## src/qvr_pkg.sv

```systemverilog
// ----------------------------------------------------------------------------
// qvr_pkg: shared types and constants for the quaternion vector rotator
// Fixed-point formats, request and result payloads, and the matrix item
// that travels from the front end to the back end through the queue.
// ----------------------------------------------------------------------------
package qvr_pkg;

    // Field widths and fixed-point formats.
    localparam int VEC_W      = 24;
    localparam int QUAT_W     = 16;
    localparam int QUAT_FRAC  = 15;
    localparam int QPROD_W    = 2 * QUAT_W;
    // Matrix entries span -4.0 .. +4.0 at 2*QUAT_FRAC fraction bits.
    localparam int MAT_W      = QPROD_W + 2;
    localparam int PROD_W     = MAT_W + VEC_W;
    localparam int ACC_W      = PROD_W + 2;
    localparam int MAT_FRAC   = 2 * QUAT_FRAC;
    localparam int RND_W      = ACC_W - MAT_FRAC;

    // Queue between the front and back ends.
    localparam int Q_DEPTH    = 4;
    localparam int Q_PTR_W    = $clog2(Q_DEPTH);
    localparam int Q_CNT_W    = $clog2(Q_DEPTH + 1);

    typedef logic signed [QUAT_W-1:0]  quat_t;
    typedef logic signed [VEC_W-1:0]   vec_t;
    typedef logic signed [QPROD_W-1:0] qprod_t;
    typedef logic signed [MAT_W-1:0]   mat_t;
    typedef logic signed [PROD_W-1:0]  prod_t;
    typedef logic signed [ACC_W-1:0]   acc_t;
    typedef logic signed [RND_W-1:0]   rnd_t;

    // One in matrix format, one half at the rounding position.
    localparam mat_t MAT_ONE  = MAT_W'(64'd1 << MAT_FRAC);
    localparam acc_t ACC_HALF = ACC_W'(64'd1 << (MAT_FRAC - 1));

    // Saturation limits of an output component.
    localparam rnd_t RND_MAX  = RND_W'((64'sd1 <<< (VEC_W - 1)) - 64'sd1);
    localparam rnd_t RND_MIN  = RND_W'(-(64'sd1 <<< (VEC_W - 1)));

    typedef enum logic [0:0] {
        OP_FORWARD = 1'b0,
        OP_INVERSE = 1'b1
    } op_t;

    typedef struct packed {
        op_t   opcode;
        quat_t quat_1;
        quat_t quat_2;
        quat_t quat_3;
        quat_t quat_4;
        vec_t  vec_x;
        vec_t  vec_y;
        vec_t  vec_z;
    } in_item_t;

    typedef struct packed {
        vec_t out_x;
        vec_t out_y;
        vec_t out_z;
        logic saturated;
    } out_item_t;

    // Matrix already oriented for the opcode, plus the vector.
    typedef struct packed {
        mat_t [2:0][2:0] m;
        vec_t [2:0]      v;
    } mat_item_t;

endpackage

```

## src/qvr_queue.sv

```systemverilog
// ----------------------------------------------------------------------------
// qvr_queue: matrix item queue
// Short first-in first-out buffer that decouples the matrix front end from
// the multiply and round back end.
// ----------------------------------------------------------------------------
module qvr_queue (
    input  logic               clk,
    input  logic               rst_n,
    input  logic               push_valid,
    output logic               push_ready,
    input  qvr_pkg::mat_item_t push_item,
    output logic               pop_valid,
    input  logic               pop_ready,
    output qvr_pkg::mat_item_t pop_item
);

    qvr_pkg::mat_item_t              store_reg [qvr_pkg::Q_DEPTH];
    logic [qvr_pkg::Q_PTR_W-1:0]     wr_ptr_reg, wr_ptr_next;
    logic [qvr_pkg::Q_PTR_W-1:0]     rd_ptr_reg, rd_ptr_next;
    logic [qvr_pkg::Q_CNT_W-1:0]     count_reg, count_next;
    logic                            push;
    logic                            pop;

    assign push_ready = (count_reg != qvr_pkg::Q_CNT_W'(qvr_pkg::Q_DEPTH));
    assign pop_valid  = (count_reg != '0);
    assign push       = push_valid && push_ready;
    assign pop        = pop_valid && pop_ready;
    assign pop_item   = store_reg[rd_ptr_reg];

    // Pointer and occupancy update, wrapping at the queue depth.
    always_comb
    begin
        wr_ptr_next = wr_ptr_reg;
        rd_ptr_next = rd_ptr_reg;
        count_next  = count_reg;
        if (push)
        begin
            wr_ptr_next = (wr_ptr_reg == qvr_pkg::Q_PTR_W'(qvr_pkg::Q_DEPTH - 1))
                          ? '0 : wr_ptr_reg + 1'b1;
        end
        if (pop)
        begin
            rd_ptr_next = (rd_ptr_reg == qvr_pkg::Q_PTR_W'(qvr_pkg::Q_DEPTH - 1))
                          ? '0 : rd_ptr_reg + 1'b1;
        end
        if (push && !pop)
        begin
            count_next = count_reg + 1'b1;
        end
        else if (pop && !push)
        begin
            count_next = count_reg - 1'b1;
        end
    end

    always_ff @(posedge clk or negedge rst_n)
    begin
        if (!rst_n)
        begin
            wr_ptr_reg <= '0;
            rd_ptr_reg <= '0;
            count_reg  <= '0;
        end
        else
        begin
            wr_ptr_reg <= wr_ptr_next;
            rd_ptr_reg <= rd_ptr_next;
            count_reg  <= count_next;
        end
    end

    // Entry storage.
    always_ff @(posedge clk)
    begin
        if (push)
        begin
            store_reg[wr_ptr_reg] <= push_item;
        end
    end

    // Occupancy never exceeds the depth.
    a_count_bound: assert property (@(posedge clk) disable iff (!rst_n)
        count_reg <= qvr_pkg::Q_CNT_W'(qvr_pkg::Q_DEPTH))
        else $error("queue occupancy above depth");

    // A lone push grows the occupancy by one.
    a_push_count: assert property (@(posedge clk) disable iff (!rst_n)
        (push && !pop) |=> (count_reg == $past(count_reg) + 1'b1))
        else $error("queue occupancy did not grow on push");

    // A lone pop shrinks the occupancy by one.
    a_pop_count: assert property (@(posedge clk) disable iff (!rst_n)
        (pop && !push) |=> (count_reg == $past(count_reg) - 1'b1))
        else $error("queue occupancy did not shrink on pop");

    // An empty queue has its pointers equal.
    a_ptr_gap: assert property (@(posedge clk) disable iff (!rst_n)
        (count_reg == '0) |-> (wr_ptr_reg == rd_ptr_reg))
        else $error("empty queue with unequal pointers");

endmodule

```

## config.mk

```make
export PLATFORM = sky130hd
export DESIGN_NAME = qvr_queue
export DESIGN_NICKNAME = d
export VERILOG_FILES = /design/src/qvr_pkg.sv /design/src/qvr_queue.sv
export SDC_FILE = /design/constraint.sdc
export NUM_CORES = 1
export LEC_CHECK = 0
export BUFFER_PORTS_ARGS = -buffer_cell sky130_fd_sc_hd__clkbuf_2
export CAP_MARGIN = 20
export CORE_ASPECT_RATIO = 1.5
export CORE_MARGIN = 2
export CORE_UTILIZATION = 35
export CTS_CLUSTER_SIZE = 14
export DETAILED_ROUTE_END_ITERATION = 7
export GPL_TIMING_DRIVEN = 0
export PLACE_DENSITY_LB_ADDON = 0.3
export SYNTH_ARGS = -nofsm -noshare
export SYNTH_HDL_FRONTEND = slang
export SYNTH_SLANG_ARGS = --single-unit
```

## constraint.sdc

```tcl
create_clock -name clk -period 13 [get_ports clk]
set_input_delay 1.3 -clock clk [delete_from_list [all_inputs] [get_ports clk]]
set_output_delay 1.3 -clock clk [all_outputs]
set_load 0.03 [all_outputs]
```

== Word-level counts from Yosys, hierarchy flattened ==
Memory sizes are Yosys's and may differ from the RTL's.
Cells that the tools add are included.

* Memories kept: 1
* Word-level logic and storage cells: 25
* Input port bits: 382
* Register bits: 7
* Output and inout bits: 380
* Memory bits (writable): 1,512

{| class="wikitable"
|+ Memory list
! memory !! depth !! bits a word !! rd ports !! clocked after Yosys merged registers in !! write ports !! line !! text
|-
| store_reg || 4 || 378 || 1 || 0 || 1 || qvr_queue.sv:17 || <nowiki>qvr_pkg::mat_item_t store_reg [qvr_pkg::Q_DEPTH];</nowiki>
|}

* Reductions and logical operators: 8
* Multiplexer cells: 6
* Equal/unequal tests: 3
* Add/subtract/negate cells: 4

{| class="wikitable"
|+ Operator list
! cell !! number
|-
| 2-to-1 mux 3 bit || 2
|-
| adder 2 x 1 -> 2 bit (second input constant) || 2
|-
| equality test 2 bit (second input constant) || 2
|-
| logical AND 1 bit || 4
|-
| 2-to-1 mux 2 bit || 2
|-
| adder 3 x 1 -> 3 bit (second input constant) || 1
|-
| inequality test 3 bit (second input constant) || 1
|-
| nonzero test 3 bit || 1
|-
| subtractor 3 x 1 -> 3 bit (second input constant) || 1
|-
| logical NOT 1 bit || 2
|-
| 2-to-1 mux 1 bit || 2
|-
| nonzero test 2 bit || 1
|}

== Depth between registers and ports, before layout ==
Gate-level depths: netlist of run 1.

* Word-level depth: 6
* Mapped depth: 8
* Mapped depth without buffers: 8

== Worst setup path before layout of run 1 ==
No wires, ideal clock.

* Path kind: in2reg
* Start: input port push_valid
* End: memory store_reg[0][0] (netlist bit) (enable)
* Buffers on the path: 0
* Stages: 2
* Data required time: 12.210 ns
* Data arrival time: 10.233 ns
* Setup slack: 1.977 ns
* Setup time: 0.790 ns
* Cells stage by stage: a21boi_1 > and2_1

* Cells in the longest elaborated chain, start to end: 3

{| class="wikitable"
|+ RTL lines
! what !! line !! text
|-
| from (decl) || qvr_queue.sv:9 || <nowiki>input logic push_valid,</nowiki>
|-
| logical AND 1 bit || qvr_queue.sv:26 || <nowiki>assign push = push_valid && push_ready;</nowiki>
|-
| 2-to-1 mux 1 bit || qvr_queue.sv:75 || <nowiki>if (push)</nowiki>
|-
| 2-to-1 mux 1 bit (not written as such) || qvr_queue.sv:77 || <nowiki>store_reg[wr_ptr_reg] <= push_item;</nowiki>
|-
| to (decl) || qvr_queue.sv:17 ||
|}

No other way between the ends.

==> flow_summary_export.csv, run 1 <==
group,metric,value,unit
clocking,cts_root_buf,"clkbuf_16",
clocking,cts_buffers,147,
global_route,overflow,0,
global_route,grtUsageTotal,15.64,%
clocking,h-tree-depth,4,
place,dp_hpwl,85.32,mm
routing,wl_per_cell,24.68,µm
setup_path,cp_max_fo,10,
routing,ant_nets,0,
synth,ys_seq_elements,1519,
pwr,p_leak,0.02260,µW
cells_and_area,filler_cell_count,13580,
synth,syn_area,0.05491,mm²
setup_path,crit_arrival,3.55,ns
synth,syn_avg_cell_area,27.30,µm²
timing,worst_slew_pin_slew,1.038,ns
timing,slew_violations,0,
global_route,grt_pass1_vias,26760,
clocking,cts_max_path_buffers,3,
synth,ys_seq_area_share,83.01,%
cells_and_area,utilization,42.79,%
global_route,grt_max_degree,56,
pwr,irDropWorstVdd,0.1533,mV
clocking,hold_buffers,0,
setup_path,path_class,"flop to output port",
synth,synth_largest_area_cell,"edfxtp_1",
routing,drt-pass1-iter-count,4,
floorplanning,die_width,327.4,µm
place,io_buffers,761,
pwr,combPwrFrac,36.1,%
synth,yosys-top-cells-area,"edfxtp_1 (83%), mux4_2 (16%), buf_6 (0.45%)",
timing,setup_viol,0,
pwr,p_seq_share,39.4,%
synth,ys_warn_count,0,
floorplanning,core_area,0.1563,mm²
setup_path,cp.required,11.70,ns
timing,fin_crit_sh,37.31,%
setup_path,worstReg2RegEnd,"store_reg[1][264]",
timing,tns,0,ns
synth,synth_nets,2400,
clocking,clkTransAtPathRegs,0.06,ns
routing,vias_per_cell,4.837,
setup_path,r2r_slack,9.75,ns
floorplanning,io_pins,762,
clocking,ctsResizeCount,0,
routing,drt_iter0_markers,1426,
synth,synth_top_area_share,82.69,%
routing,drc,0,
pwr,p_sw_share,35.57,%
floorplanning,die-height,489.1,µm
run,maxCapViolCount,0,
cells_and_area,largest_reg_flops,1512,
pwr,intPower,10830,µW
floorplanning,start_util,35.12,%
clocking,clk_latency,0.77,ns
setup_path,ff2ff_path_depth,6,
routing,vias,24900,
clocking,cts_setup_buffers,0,
routing,drt-total-wl,127.1,mm
pwr,switchingPower,5981,µW
setup_path,r2r_start,"count_reg[0]",
setup_path,critPathCaptureType,"output port",
cells_and_area,final_common_cell,"edfxtp_1",
pwr,power.density,251.4,mW/mm²
timing,maxSlewHeadroom,30.80,%
clocking,clock_sinks,1519,
global_route,grt_pass1_wl,181.9,mm
run_status,status,"complete, no violations",
synth,synthCells,2011,
cells_and_area,drive_gt1_share,47.44,%
setup_path,start_kind,"flop",
timing,timing.fmax,206.2,MHz
min_path,hp-class,"input pin to async pin",
timing,skew,0.03535,ns
timing,rsz0062_at_grt,"false",
floorplanning,die_area,0.1601,mm²
cells_and_area,layout_common_cells,"edfxtp_1 (1512), clkbuf_2 (761), mux4_2 (378)",
global_route,grt_antenna_before_repair,39,
timing,min_period,4.850,ns
pwr,clkPwrFrac,24.6,%
synth,synthDistinctLibCells,18,
floorplanning,row_count,178,
cells_and_area,nNetsFinal,3343,
timing,hold_violations,0,
place,place_congestion,0.7305,
clocking,cts_tree,"yes",
pwr,p_total,16810,µW
cells_and_area,syn_to_final_growth,21.83,%
[cell families after synthesis]
kind of cell | Yosys count | share of synthesized area (%)
AOI/OAI and AO/OA | 1 | 0.01368
xor gates and xnor gates | 3 | 0.04786
adders and majority gates | 7 | 0.1732
buffers and inverters | 87 | 1.048
DFF | 1519 | 83.01
muxes | 383 | 15.61
and+or+nand+nor | 11 | 0.09798
[area by class of cell]
type | count | area (µm²) | share of cell area (%)
repair buffers | 794 | 4710 | 7.040
clock inverters | 81 | 798.3 | 1.193
well taps | 2070 | 2590 | 3.872
inverters | 3 | 11.26 | 0.01683
multi-input cells | 405 | 8762 | 13.10
diodes | 9 | 22.52 | 0.03367
clock buffers | 183 | 3856 | 5.765
plain buffers | 84 | 564.3 | 0.8436
flip-flops and latches | 1519 | 45580 | 68.14
[through the flow]
step	instance area [µm²]	std cells	hold slack (ns)	setup slack, ns
6_report	66890	5148	0.3569	8.150
5_1_grt	66890	5146	0.3212	7.823
4_1_cts	66870	5139	0.2861	7.816
3_5_place_dp	62220	4875	0.5015	8.693
3_3_place_gp	61310	4842	0.4918	-6.489
2_1_floorplan	54910	2011	0.4751	1.977
[worst max-delay path by stage]
stage / start / to / slack (ns) / cells after the start
4_1_cts: rd_ptr_reg[1] / pop_item[299] / 7.82 / 5
3_3_place_gp: push_valid / store_reg[1][181] / -6.49 / 3
3_5_place_dp: rd_ptr_reg[1] / pop_item[299] / 8.69 / 5
2_1_floorplan: push_valid / store_reg[0][0] / 1.98 / 2
5_1_grt: rd_ptr_reg[1] / pop_item[299] / 7.82 / 5
6_report: rd_ptr_reg[1] / pop_item[299] / 8.15 / 5
[synth_stat cells]
cell type / instances
mux4_2: 378
clkbuf_1: 9
nand2_1: 2
ha_1: 6
nor2_1: 4
xnor2_1: 1
buf_6: 22
inv_1: 3
edfxtp_1: 1512
mux2_2: 5
buf_2: 46
dfrtp_1: 7
fa_1: 1
or3_1: 1
a21boi_1: 1
buf_4: 7
xor2_1: 2
and2_1: 4
[per-layer routing]
layer / routed length, µm / vias up / GRT usage, % / part of all wire [%]
li1: - / 10750 / - / -
met5: 324 / - / 0 / 0.25
met1: 48260 / 13050 / 18.31 / 38
met3: 14010 / 222 / 7.497 / 11
met2: 61340 / 831 / 25.16 / 48
met4: 3142 / 50 / 5.398 / 2.5
[worst max-delay path: stages (launching register included)]
cell	delay (ns)
dfrtp_1	0.34
buf_2	0.47
clkbuf_1	0.83
buf_2	0.50
mux4_2	0.36
clkbuf_2	0.23
[power groups by stage]
stage | Clock, µW | Combinational, µW | Sequential [µW]
finish | 4130 | 6060 | 6620
floorplan | 0 | 4070 | 7110
global route | 4420 | 6440 | 6690
global placement | 0 | 6030 | 7580
CTS | 4260 | 6240 | 6630
detailed placement | 0 | 6220 | 6730
Note: power is estimated with default switching activity, not from simulation.
==> run 2: changes to the inputs <==
==> constraint.sdc (replaced) <==
create_clock -name clk -period 4.2 [get_ports clk]
set_input_delay 0.42 -clock clk [delete_from_list [all_inputs] [get_ports clk]]
set_output_delay 0.42 -clock clk [all_outputs]
set_load 0.03 [all_outputs]
==> flow_summary_export.csv, run 2 (synthesis gave the netlist of run 1 again) <==
group,metric,value,unit
run_status,status,"complete, no violations",
setup_path,cp-startpoint,"rd_ptr_reg[1]",
timing,fin_crit_sh,93.68,%
clocking,clock_sinks,1519,
setup_path,ff2ff_path_depth,6,
timing,layout_setup_ws,0.2655,ns
cells_and_area,drive_gt1_share,42.05,%
clocking,h-tree-depth,4,
setup_path,crit_arrival,3.51,ns
setup_path,crit_end,"pop_item[234]",
setup_path,start_kind,"flop",
pwr,p_leak,0.02414,µW
clocking,cts_max_path_buffers,3,
timing,min_period,3.934,ns
global_route,grtUsageTotal,15.87,%
setup_path,worstReg2RegEnd,"store_reg[2][265]",
cells_and_area,largest_reg_flops,1512,
timing,setup_viol,0,
cells_and_area,layout.area.seq,0.04558,mm²
cells_and_area,multi_input_area,0.008762,mm²
floorplanning,die_area,0.1601,mm²
timing,tns,0,ns
setup_path,cp_max_fo,10,
floorplanning,io_pins,762,
setup_path,critPathCaptureType,"output port",
timing,hold_violations,0,
routing,drt_iter0_markers,1427,
pwr,irDropWorstVdd,0.4978,mV
floorplanning,start_util,35.12,%
global_route,overflow,0,
setup_path,r2r_start,"count_reg[0]",
routing,ant_nets,0,
clocking,cts_buffers,145,
clocking,cts_root_buf,"clkbuf_16",
place,io_buffers,761,
timing,worst_slew_pin_slew,0.9301,ns
clocking,cts_setup_buffers,0,
setup_path,r2r_slack,1.01,ns
setup_path,path_class,"flop to output port",
timing,timing.fmax,254.2,MHz
cells_and_area,final_cell_area,0.07060,mm²
routing,drt-total-wl,128.6,mm
floorplanning,die_width,327.4,µm
routing,vias,26410,
cells_and_area,final_common_cell,"edfxtp_1",
run,maxCapViolCount,0,
global_route,grt_max_degree,56,
timing,maxSlewHeadroom,38.00,%
routing,vias_per_cell,4.781,
place,dp_hpwl,85.77,mm
global_route,grt_pass1_vias,28460,
setup_path,cp.required,3.78,ns
floorplanning,die-height,489.1,µm
cells_and_area,layout_common_cells,"edfxtp_1 (1512), clkbuf_2 (762), dlygate4sd3_1 (380)",
floorplanning,core_area,0.1563,mm²
floorplanning,row_count,178,
place,preCtsSetupSlack,0.7316,ns
cells_and_area,fin_cells,5524,
cells_and_area,nNetsFinal,3720,
pwr,p_total,52250,µW
clocking,cts_tree,"yes",
timing,slew_violations,0,
routing,drc,0,
place,place_congestion,0.7319,
place,placed_cell_area,0.06217,mm²
pwr,power.density,740.0,mW/mm²
place,dpl.cell_count,4874,
global_route,grt_antenna_before_repair,24,
min_path,hp-class,"input pin to async pin",
global_route,grt_pass1_wl,187.4,mm
cells_and_area,filler_cell_count,13360,
timing,rsz0062_at_grt,"false",
clocking,clk_latency,0.77,ns
timing,skew,0.02349,ns
cells_and_area,syn_to_final_growth,28.59,%
routing,drt-pass1-iter-count,4,
routing,wl_per_cell,23.28,µm
clocking,clkTransAtPathRegs,0.06,ns
-- run 2: cell count changes in the layout (fill, tap and decap cells not counted), sizes merged --
cell and change:
dlygate4sd3 +380, clkinv -6, diode +4, clkbuf +2, inv -2, buf -1, bufinv -1
-- run 2: stage by stage --
stage	util [%]	hold slack, ns
after global routing	45.15	0.07229
after global placement	39.21	0.2684
after floorplan	-	0.1244
after detailed placement	39.77	0.2771
final	45.16	0.06344
after CTS	45.14	0.0001790
-- run 2: area by class of cell --
class / count / share of cell area, %
tap: 2070 / 3.668
clock inverter: 72 / 0.9428
sequential: 1519 / 64.56
clock buffer: 185 / 5.563
multi-input combinational: 405 / 12.41
antenna: 13 / 0.04608
buffer: 84 / 0.8010
timing repair buffer: 1173 / 12.00
inverter: 3 / 0.01595
-- run 2: worst min-delay path by stage --
stage,start,endpoint,cells past startpoint
2_1_floorplan,rst_n,count_reg[0],0
3_3_place_gp,rst_n,count_reg[2],1
3_5_place_dp,rst_n,count_reg[2],1
4_1_cts,rst_n,count_reg[2],2
5_1_grt,rst_n,count_reg[2],2
6_report,rst_n,count_reg[2],2
-- run 2: worst max-delay path: stages, from the launching register on --
cell and delay, ns:
dfrtp_1 0.34, buf_2 0.50, clkbuf_1 0.76, buf_2 0.51, mux4_2 0.37, clkbuf_2 0.24
-- run 2: what timing repair did --
action / 4_1_cts / 5_1_grt
endpoints found under the hold margin: 1521 / 0
resized for setup: 1 / 0
hold buffers: 380 / 0
setup endpoints to repair: 22 / 0
-- run 2: metal layers --
layer,vias to the layer above,global-route usage [%],routed length (µm)
li1,11480,-,-
met1,13810,19.47,50630
met2,912,26.13,63310
met3,191,5.518,11410
met4,18,5.438,3168
met5,-,0,107
-- run 2: power breakdown --
group / internal, µW / total [µW] / switching (µW)
sequential: 19900 / 20500 / 549
clock: 7190 / 12700 / 5490
combinational: 6600 / 19100 / 12500
